### config.mk
export PLATFORM = sky130hd
export DESIGN_NAME = mcrb_ctrl
export DESIGN_NICKNAME = d
export VERILOG_FILES = /design/src/rtl/mcrb_pkg.sv /design/src/rtl/mcrb_ctrl.sv
export SDC_FILE = /design/constraint.sdc
export NUM_CORES = 1
export LEC_CHECK = 0
export BUFFER_PORTS_ARGS = -buffer_cell sky130_fd_sc_hd__buf_4
export CORE_MARGIN = 2
export CORE_UTILIZATION = 45
export DETAILED_ROUTE_END_ITERATION = 8
export HOLD_SLACK_MARGIN = 0.08
export PLACE_DENSITY = 0.73
export SKIP_LAST_GASP = 1
export SLEW_MARGIN = 25
export SYNTH_ARGS = -nofsm -noshare
export SYNTH_HDL_FRONTEND = slang
export SYNTH_SLANG_ARGS = --single-unit
### constraint.sdc
create_clock -name clk -period 12.07 [get_ports clk]
set_input_delay 2.414 -clock clk [delete_from_list [all_inputs] [get_ports clk]]
set_output_delay 2.414 -clock clk [all_outputs]
set_load 0.02 [all_outputs]
### src/rtl/mcrb_pkg.sv
// ----------------------------------------------------------------------------
// mcrb_pkg
// Types and constants shared by the multi-channel receive ring buffer.
// ----------------------------------------------------------------------------
package mcrb_pkg;

  // Widest pointer the buffer depth range can call for (depth up to 4096)
  localparam int PTR_MAX_W = 12;

  typedef enum logic [1:0] {
    OP_PUSH  = 2'd0,
    OP_POP   = 2'd1,
    OP_PEEK  = 2'd2,
    OP_CLEAR = 2'd3
  } op_e_t;

  typedef struct packed {
    op_e_t       op;
    logic [2:0]  channel;
    logic [7:0]  data_in;
  } in_item_t;

  typedef struct packed {
    logic [2:0]  channel_out;
    logic [7:0]  data_out;
    logic        data_valid;
    logic        push_dropped;
    logic [7:0]  level;
    logic        overflow_flag;
  } out_item_t;

  // Result of one operation, waiting for the byte store read data
  typedef struct packed {
    logic [2:0]  channel;
    logic        data_valid;
    logic        push_dropped;
    logic [7:0]  level;
    logic        overflow_flag;
  } stage_t;

  // Byte store access for one accepted item
  typedef struct packed {
    logic                 wr_en;
    logic                 rd_en;
    logic [2:0]           channel;
    logic [PTR_MAX_W-1:0] wr_ptr;
    logic [PTR_MAX_W-1:0] rd_ptr;
    logic [7:0]           wr_data;
  } store_req_t;

endpackage

### src/rtl/mcrb_ctrl.sv
// ----------------------------------------------------------------------------
// mcrb_ctrl
// Per-channel pointers and overflow flags; decodes one operation per cycle, updating state only on accept.
// ----------------------------------------------------------------------------
module mcrb_ctrl #(
  parameter int CHANNELS = 8,
  parameter int DEPTH    = 256
) (
  input  logic                clk,
  input  logic                rst_n,
  input  logic                accept,
  input  mcrb_pkg::in_item_t  item,
  output mcrb_pkg::stage_t    result,
  output mcrb_pkg::store_req_t req
);

  localparam int PW  = $clog2(DEPTH);
  localparam int FW  = PW + 1;
  localparam int CIW = (CHANNELS > 1) ? $clog2(CHANNELS) : 1;

  logic [PW-1:0] wr_ptr_r [CHANNELS];
  logic [PW-1:0] rd_ptr_r [CHANNELS];
  logic          ovf_r    [CHANNELS];

  logic           ch_ok;
  logic [CIW-1:0] ch_idx;
  logic [PW-1:0]  wp, rp, wp_inc, rp_inc, wp_nxt, rp_nxt;
  logic           ovf, ovf_nxt;
  logic [FW-1:0]  sum;
  logic [PW-1:0]  fill, fill_after;
  logic           full, empty;
  logic           push_ok, dropped, hit;

  always_comb begin
    ch_ok  = 32'(item.channel) < 32'(CHANNELS);
    ch_idx = CIW'(item.channel);
    wp     = wr_ptr_r[ch_idx];
    rp     = rd_ptr_r[ch_idx];
    ovf    = ovf_r[ch_idx];

    // level = (wp - rp) mod DEPTH
    sum  = FW'(wp) + FW'(DEPTH) - FW'(rp);
    fill = (sum >= FW'(DEPTH)) ? PW'(sum - FW'(DEPTH)) : PW'(sum);
    full  = (fill == PW'(DEPTH - 1));
    empty = (fill == '0);

    wp_inc = (wp == PW'(DEPTH - 1)) ? '0 : wp + 1'b1;
    rp_inc = (rp == PW'(DEPTH - 1)) ? '0 : rp + 1'b1;

    wp_nxt     = wp;
    rp_nxt     = rp;
    ovf_nxt    = ovf;
    fill_after = fill;
    push_ok    = 1'b0;
    dropped    = 1'b0;
    hit        = 1'b0;

    case (item.op)
      mcrb_pkg::OP_PUSH: begin
        if (!full) begin
          push_ok    = 1'b1;
          wp_nxt     = wp_inc;
          fill_after = fill + 1'b1;
        end else begin
          dropped = 1'b1;
        end
        if (fill_after == PW'(DEPTH - 1)) ovf_nxt = 1'b1;
      end
      mcrb_pkg::OP_POP: begin
        if (!empty) begin
          hit        = 1'b1;
          rp_nxt     = rp_inc;
          fill_after = fill - 1'b1;
        end
      end
      mcrb_pkg::OP_PEEK: begin
        hit = !empty;
      end
      mcrb_pkg::OP_CLEAR: begin
        wp_nxt     = '0;
        rp_nxt     = '0;
        ovf_nxt    = 1'b0;
        fill_after = '0;
      end
      default: begin
        hit = 1'b0;
      end
    endcase

    result.channel       = item.channel;
    result.data_valid    = ch_ok && hit;
    result.push_dropped  = ch_ok && dropped;
    result.overflow_flag = ch_ok && ovf_nxt;
    if (!ch_ok) result.level = 8'd0;
    else if (32'(fill_after) > 32'd255) result.level = 8'hFF;
    else result.level = 8'(fill_after);

    req.wr_en   = accept && ch_ok && push_ok;
    req.rd_en   = accept && ch_ok && hit;
    req.channel = item.channel;
    req.wr_ptr  = mcrb_pkg::PTR_MAX_W'(wp);
    req.rd_ptr  = mcrb_pkg::PTR_MAX_W'(rp);
    req.wr_data = item.data_in;
  end

  always_ff @(posedge clk) begin
    if (!rst_n) begin
      for (int i = 0; i < CHANNELS; i++) begin
        wr_ptr_r[i] <= '0;
        rd_ptr_r[i] <= '0;
        ovf_r[i]    <= 1'b0;
      end
    end else if (accept && ch_ok) begin
      wr_ptr_r[ch_idx] <= wp_nxt;
      rd_ptr_r[ch_idx] <= rp_nxt;
      ovf_r[ch_idx]    <= ovf_nxt;
    end
  end

endmodule

* Word-level counts from Yosys, hierarchy flattened *
Memories as Yosys holds them, arrays and structs flattened.
Index checks and enable logic that the tools add are counted.

operators by class
  reductions and logical operators = 8
  shift operators = 0
  multiply operators = 0
  bitwise operators = 0
  order comparisons = 1
  multiplexer cells = 32
  equal/unequal tests = 7
  $add $sub $neg = 7
  divide/modulo/power cells = 0

operator list
  operator                                                  number
  2-to-1 mux 8 bit                                          10
  == test 8 bit, second input constant                      4
  one-hot mux 8 bit (2 select lines)                        2
  adder 8 x 1 -> 8 bit, second input constant               3
  one-hot mux 8 bit (3 select lines)                        1
  OR reduction 8 bit                                        2
  subtractor 8 x 1 -> 8 bit, second input constant          2
  2-to-1 mux 1 bit                                          14
  adder 8 x 9 -> 9 bit, second input constant               1
  greater-or-equal comparator 9 bit, second input constant  1
  2-to-1 mux 3 bit                                          3
  subtractor 9 x 8 -> 9 bit                                 1
  zero test 8 bit                                           1
  == test 2 bit, second input constant                      2
  one-hot mux 1 bit (2 select lines)                        2
  == test 2 x 1 -> 1 bit, second input constant             1
  logical AND 1 bit                                         2
  zero test 2 bit                                           1
  zero test 1 bit                                           1
  OR reduction 1 bit                                        1

storage, ports and cells
  memories kept = 3
  latch bits = 0
  memory bits (read-only) = 0
  logic and storage cells = 58
  output and inout bits = 51
  register bits = 0
  RAM bits = 136
  input bits = 16

memories
  name      depth  bits a word  rd ports  clocked after memory_dff  wr ports  line             source
  rd_ptr_r  8      8            1         0                         8         mcrb_ctrl.sv:22  logic [PW-1:0] rd_ptr_r [CHANNELS];
  wr_ptr_r  8      8            1         0                         8         mcrb_ctrl.sv:21  logic [PW-1:0] wr_ptr_r [CHANNELS];
  ovf_r     8      1            1         0                         8         mcrb_ctrl.sv:23  logic ovf_r [CHANNELS];

* Depth between registers and ports, before layout *
An unclocked memory read counts as a cell.

  depth after elaboration = 12
  mapped depth = 18
  depth with buffers taken out = 14

* Worst setup path before layout *
No wires, ideal clock.

  kind = in2out
  start = in item[10] in the netlist's numbering
  end = out result[2] in the netlist's numbering
  path slack = 2,861 ps
  buffers on the path = 7
  stages = 18
  arrival = 6,795 ps
  required time = 9,656 ps
  cells stage by stage = buf_2 buf_2 buf_2 mux4_2 mux2i_1 clkbuf_1 inv_1 ha_1 buf_4 o21ai_0 o2111a_1 a211oi_4 o2111ai_4 or3_1 buf_2 buf_6 mux2i_1 o211ai_1

RTL lines
  item         line             source
  from (decl)  mcrb_ctrl.sv:12  input mcrb_pkg::in_item_t item,
  to (decl)    mcrb_ctrl.sv:13  output mcrb_pkg::stage_t result,

==> summary.txt <==
Status
  • Status: completed

Drt
  • Pre-antenna DRT Iters: 6
  • Vias/cell: 6.73
  • DRT iter0 DRCs: 1,204
  • Vias post-DR: 6,977
  • Per-cell routed wire length: 24.8 µm
  • Post-Route WL: 25,700 µm
  • ANT nets after route: 0
  • Drt drc: 0

Global routing
  • Vias in the first global route: 6,559
  • Total gr overflow: 0
  • Initial antenna violation count: 0
  • First-pass GRT wire length: 38,600 µm
  • GRT Util Overall: 25.9%
  • Largest net degree at the start of global routing: 57

Synth
  • Sequential element share of the synthesized area: 46.9%
  • Main synth FF type: edfxtp_1
  • Post-synthesis cell area: 0.00853 mm²
  • Synth Register Bits: 136
  • Distinct cell type count of the synthesized netlist: 82
  • Synth async-reset ratio: 0%
  • YS warnings: 0
  • Average size of a mapped cell: 10.8 µm²
  • Mapped Cells: 788
  • Post-synth EDFFs: 128

Place
  • DP Area: 0.00881 mm²
  • Cell count after placement: 1,005
  • GPL Wtd Cong: 0.921
  • HPWL after DPL: 16,500 µm
  • Port Buffers: 42

Clocking
  • Hold-fix buffers, CTS: 0
  • CTS tree: built
  • CTS max path bufs: 2
  • CTS Buf Count: 17
  • Clock insertion delay at the later pin of the skew report: 0.43 ns
  • Setup Buffers After CTS: 0
  • Cts repair resizes: 0
  • Clock-pin slew on the worst setup and hold paths: 0.06 ns
  • Clock root buffer: clkbuf_16
  • H-tree depth: 4
  • Clk sinks: 136

Timing
  • Slew Limit Fails: 0
  • Fin crit share: 82.0%
  • Hold Fails Final Rpt: 0
  • Fmax: 101 MHz
  • Setup_tns: 0 ns
  • Worst-margin pin slew: 1.12 ns
  • Setup-failing EPs final: 0
  • Slew Limit Headroom: 24.6%
  • RSZ-0062 raised after global routing: no
  • Clock Skews: 0.00780 ns
  • Post-layout minimum cycle time: 9.90 ns

Layout
  • Final non-filler cell total: 1,036
  • Fin area: 0.00944 mm²
  • Layout fillers: 1,639
  • Final net count: 824
  • Final Util: 50.7%
  • P&R area growth vs syn: 10.7%
  • Diode count: 0
  • Layout cells sized above 1: 18.5%

Pwr
  • VDD IR-drop max: 81.3 µV
  • Overall Power: 1.45 mW
  • P per Cell Area: 154 mW/mm²
  • Leakage: 3.37 nW

Setup path
  • WP data required: 9.66 ns
  • CP Capture Type: primary output
  • Arrival @ worst endpoint: 7.49 ns
  • CP Launch Type: input port
  • CP Max Fanout: 52
  • Critical path class: input port to primary output

Floorplanning
  • Core Footprint: 0.0186 mm²
  • Rows: 50
  • Die Span X: 142 µm
  • DIE AREA: 0.0201 mm²
  • I/O pin cnt: 67
  • Die Y: 142 µm
  • Initial cell density of the core: 45.8%

Hold path
  • HP Class: flop to flop

Flow run
  • Maxcap violations: 0
## placed cells by master, fill, tap and decap left out, drive strengths merged, types with 20 or more instances in the layout
cell type	n
mux2i	21
inv	26
a21oi	59
nor2	78
o21ai	27
a211oi	20
buf	51
nand3	21
nand2	46
nor3	36
edfxtp	128
## final timing paths
check                                                   from                      endpoint  slack [ns]  cells after the start
worst max-delay path                                 item[8]                     result[1]        2.17                     16
worst min register to register              ovf_r[7]$_DFF_P_              ovf_r[7]$_DFF_P_        0.51                      2
worst max register to register  wr_ptr_r[5][0]$_SDFFCE_PN0P_  wr_ptr_r[6][6]$_SDFFCE_PN0P_        6.77                     14
worst min-delay path                        ovf_r[7]$_DFF_P_              ovf_r[7]$_DFF_P_        0.51                      2
## layer usage
layer  track usage, %  wire (µm)
met5                0          0
met1             33.8       9810
met3             5.64       2680
met2             41.1      12200
met4             12.6        991
## synth_stat cells (8+ instances only)
master	number	area share [%]
buf_2	18	1.1
a311oi_1	9	0.92
mux2_2	14	1.8
nand3_1	21	1.2
edfxtp_1	128	45
a211oi_1	17	1.5
nand2_1	46	2.0
clkbuf_1	26	1.1
a31oi_1	11	0.81
a21oi_1	57	3.3
o21ai_0	16	0.94
mux4_2	19	5.0
a32oi_1	9	0.92
inv_1	22	0.97
nor2b_1	8	0.59
xnor2_1	11	1.1
o311a_1	9	1.1
dfxtp_1	8	1.9
buf_4	27	2.4
o21ai_1	11	0.65
o211ai_1	8	0.70
mux2i_1	21	2.5
ha_1	17	2.5
nor3_1	35	2.1
nor2_1	78	3.4
o31ai_1	11	0.97
or2_2	11	0.81
## state kept, by name (all words and copies together), names as in the netlist
signal / count
ovf_r: 8
rd_ptr_r: 64
wr_ptr_r: 64
## report_power, final
group,switching [mW],total (mW),internal [mW]
registers,0.00616,0.541,0.535
clock network,0.208,0.554,0.346
logic,0.241,0.357,0.116
total,0.455,1.45,0.997
## worst max-delay path, stage by stage
cell	delay, ns
buf_4	0.57
mux4_2	0.58
mux2_2	0.36
inv_1	0.11
ha_1	0.18
inv_1	0.06
fa_1	0.64
ha_1	0.30
nand2_1	0.08
nor4_1	0.37
o211ai_1	0.22
nor4_2	0.32
a21boi_2	0.76
a211oi_1	0.19
o22ai_1	0.15
buf_4	0.17
## final cells by class
cell class | instances | area (µm²) | share of cell area, %
Clock buffer | 17 | 425 | 4.50
Clock inverter | 14 | 198 | 2.09
Inverter | 23 | 86.3 | 0.914
Multi-Input combinational cell | 561 | 4060 | 42.9
Sequential cell | 136 | 4000 | 42.4
Tap cell | 234 | 293 | 3.10
Timing Repair Buffer | 51 | 383 | 4.05
## through the flow
stage          hold WS (ns)  setup WS (ns)
5_1_grt               0.520           1.82
3_3_place_gp          0.477           2.39
4_1_cts               0.498           2.27
6_report              0.509           2.17
3_5_place_dp          0.485           2.29
2_1_floorplan         0.471           2.86
## logic make-up (layout without fill, tap and decap cells)
| logic type | Yosys count | after routing | share of synthesized area (%) |
|---|---|---|---|
| simple gates | 246 | 246 | 14.3 |
| compound gates | 222 | 222 | 19.2 |
| flops | 136 | 136 | 46.9 |
| buf+inv | 98 | 105 | 5.94 |
| mux | 54 | 54 | 9.33 |
| fa+ha+maj | 18 | 18 | 2.73 |
| xor+xnor | 13 | 13 | 1.50 |
| other cells | 1 | 8 | 0.0440 |
Power figures use the tool's default switching activity.
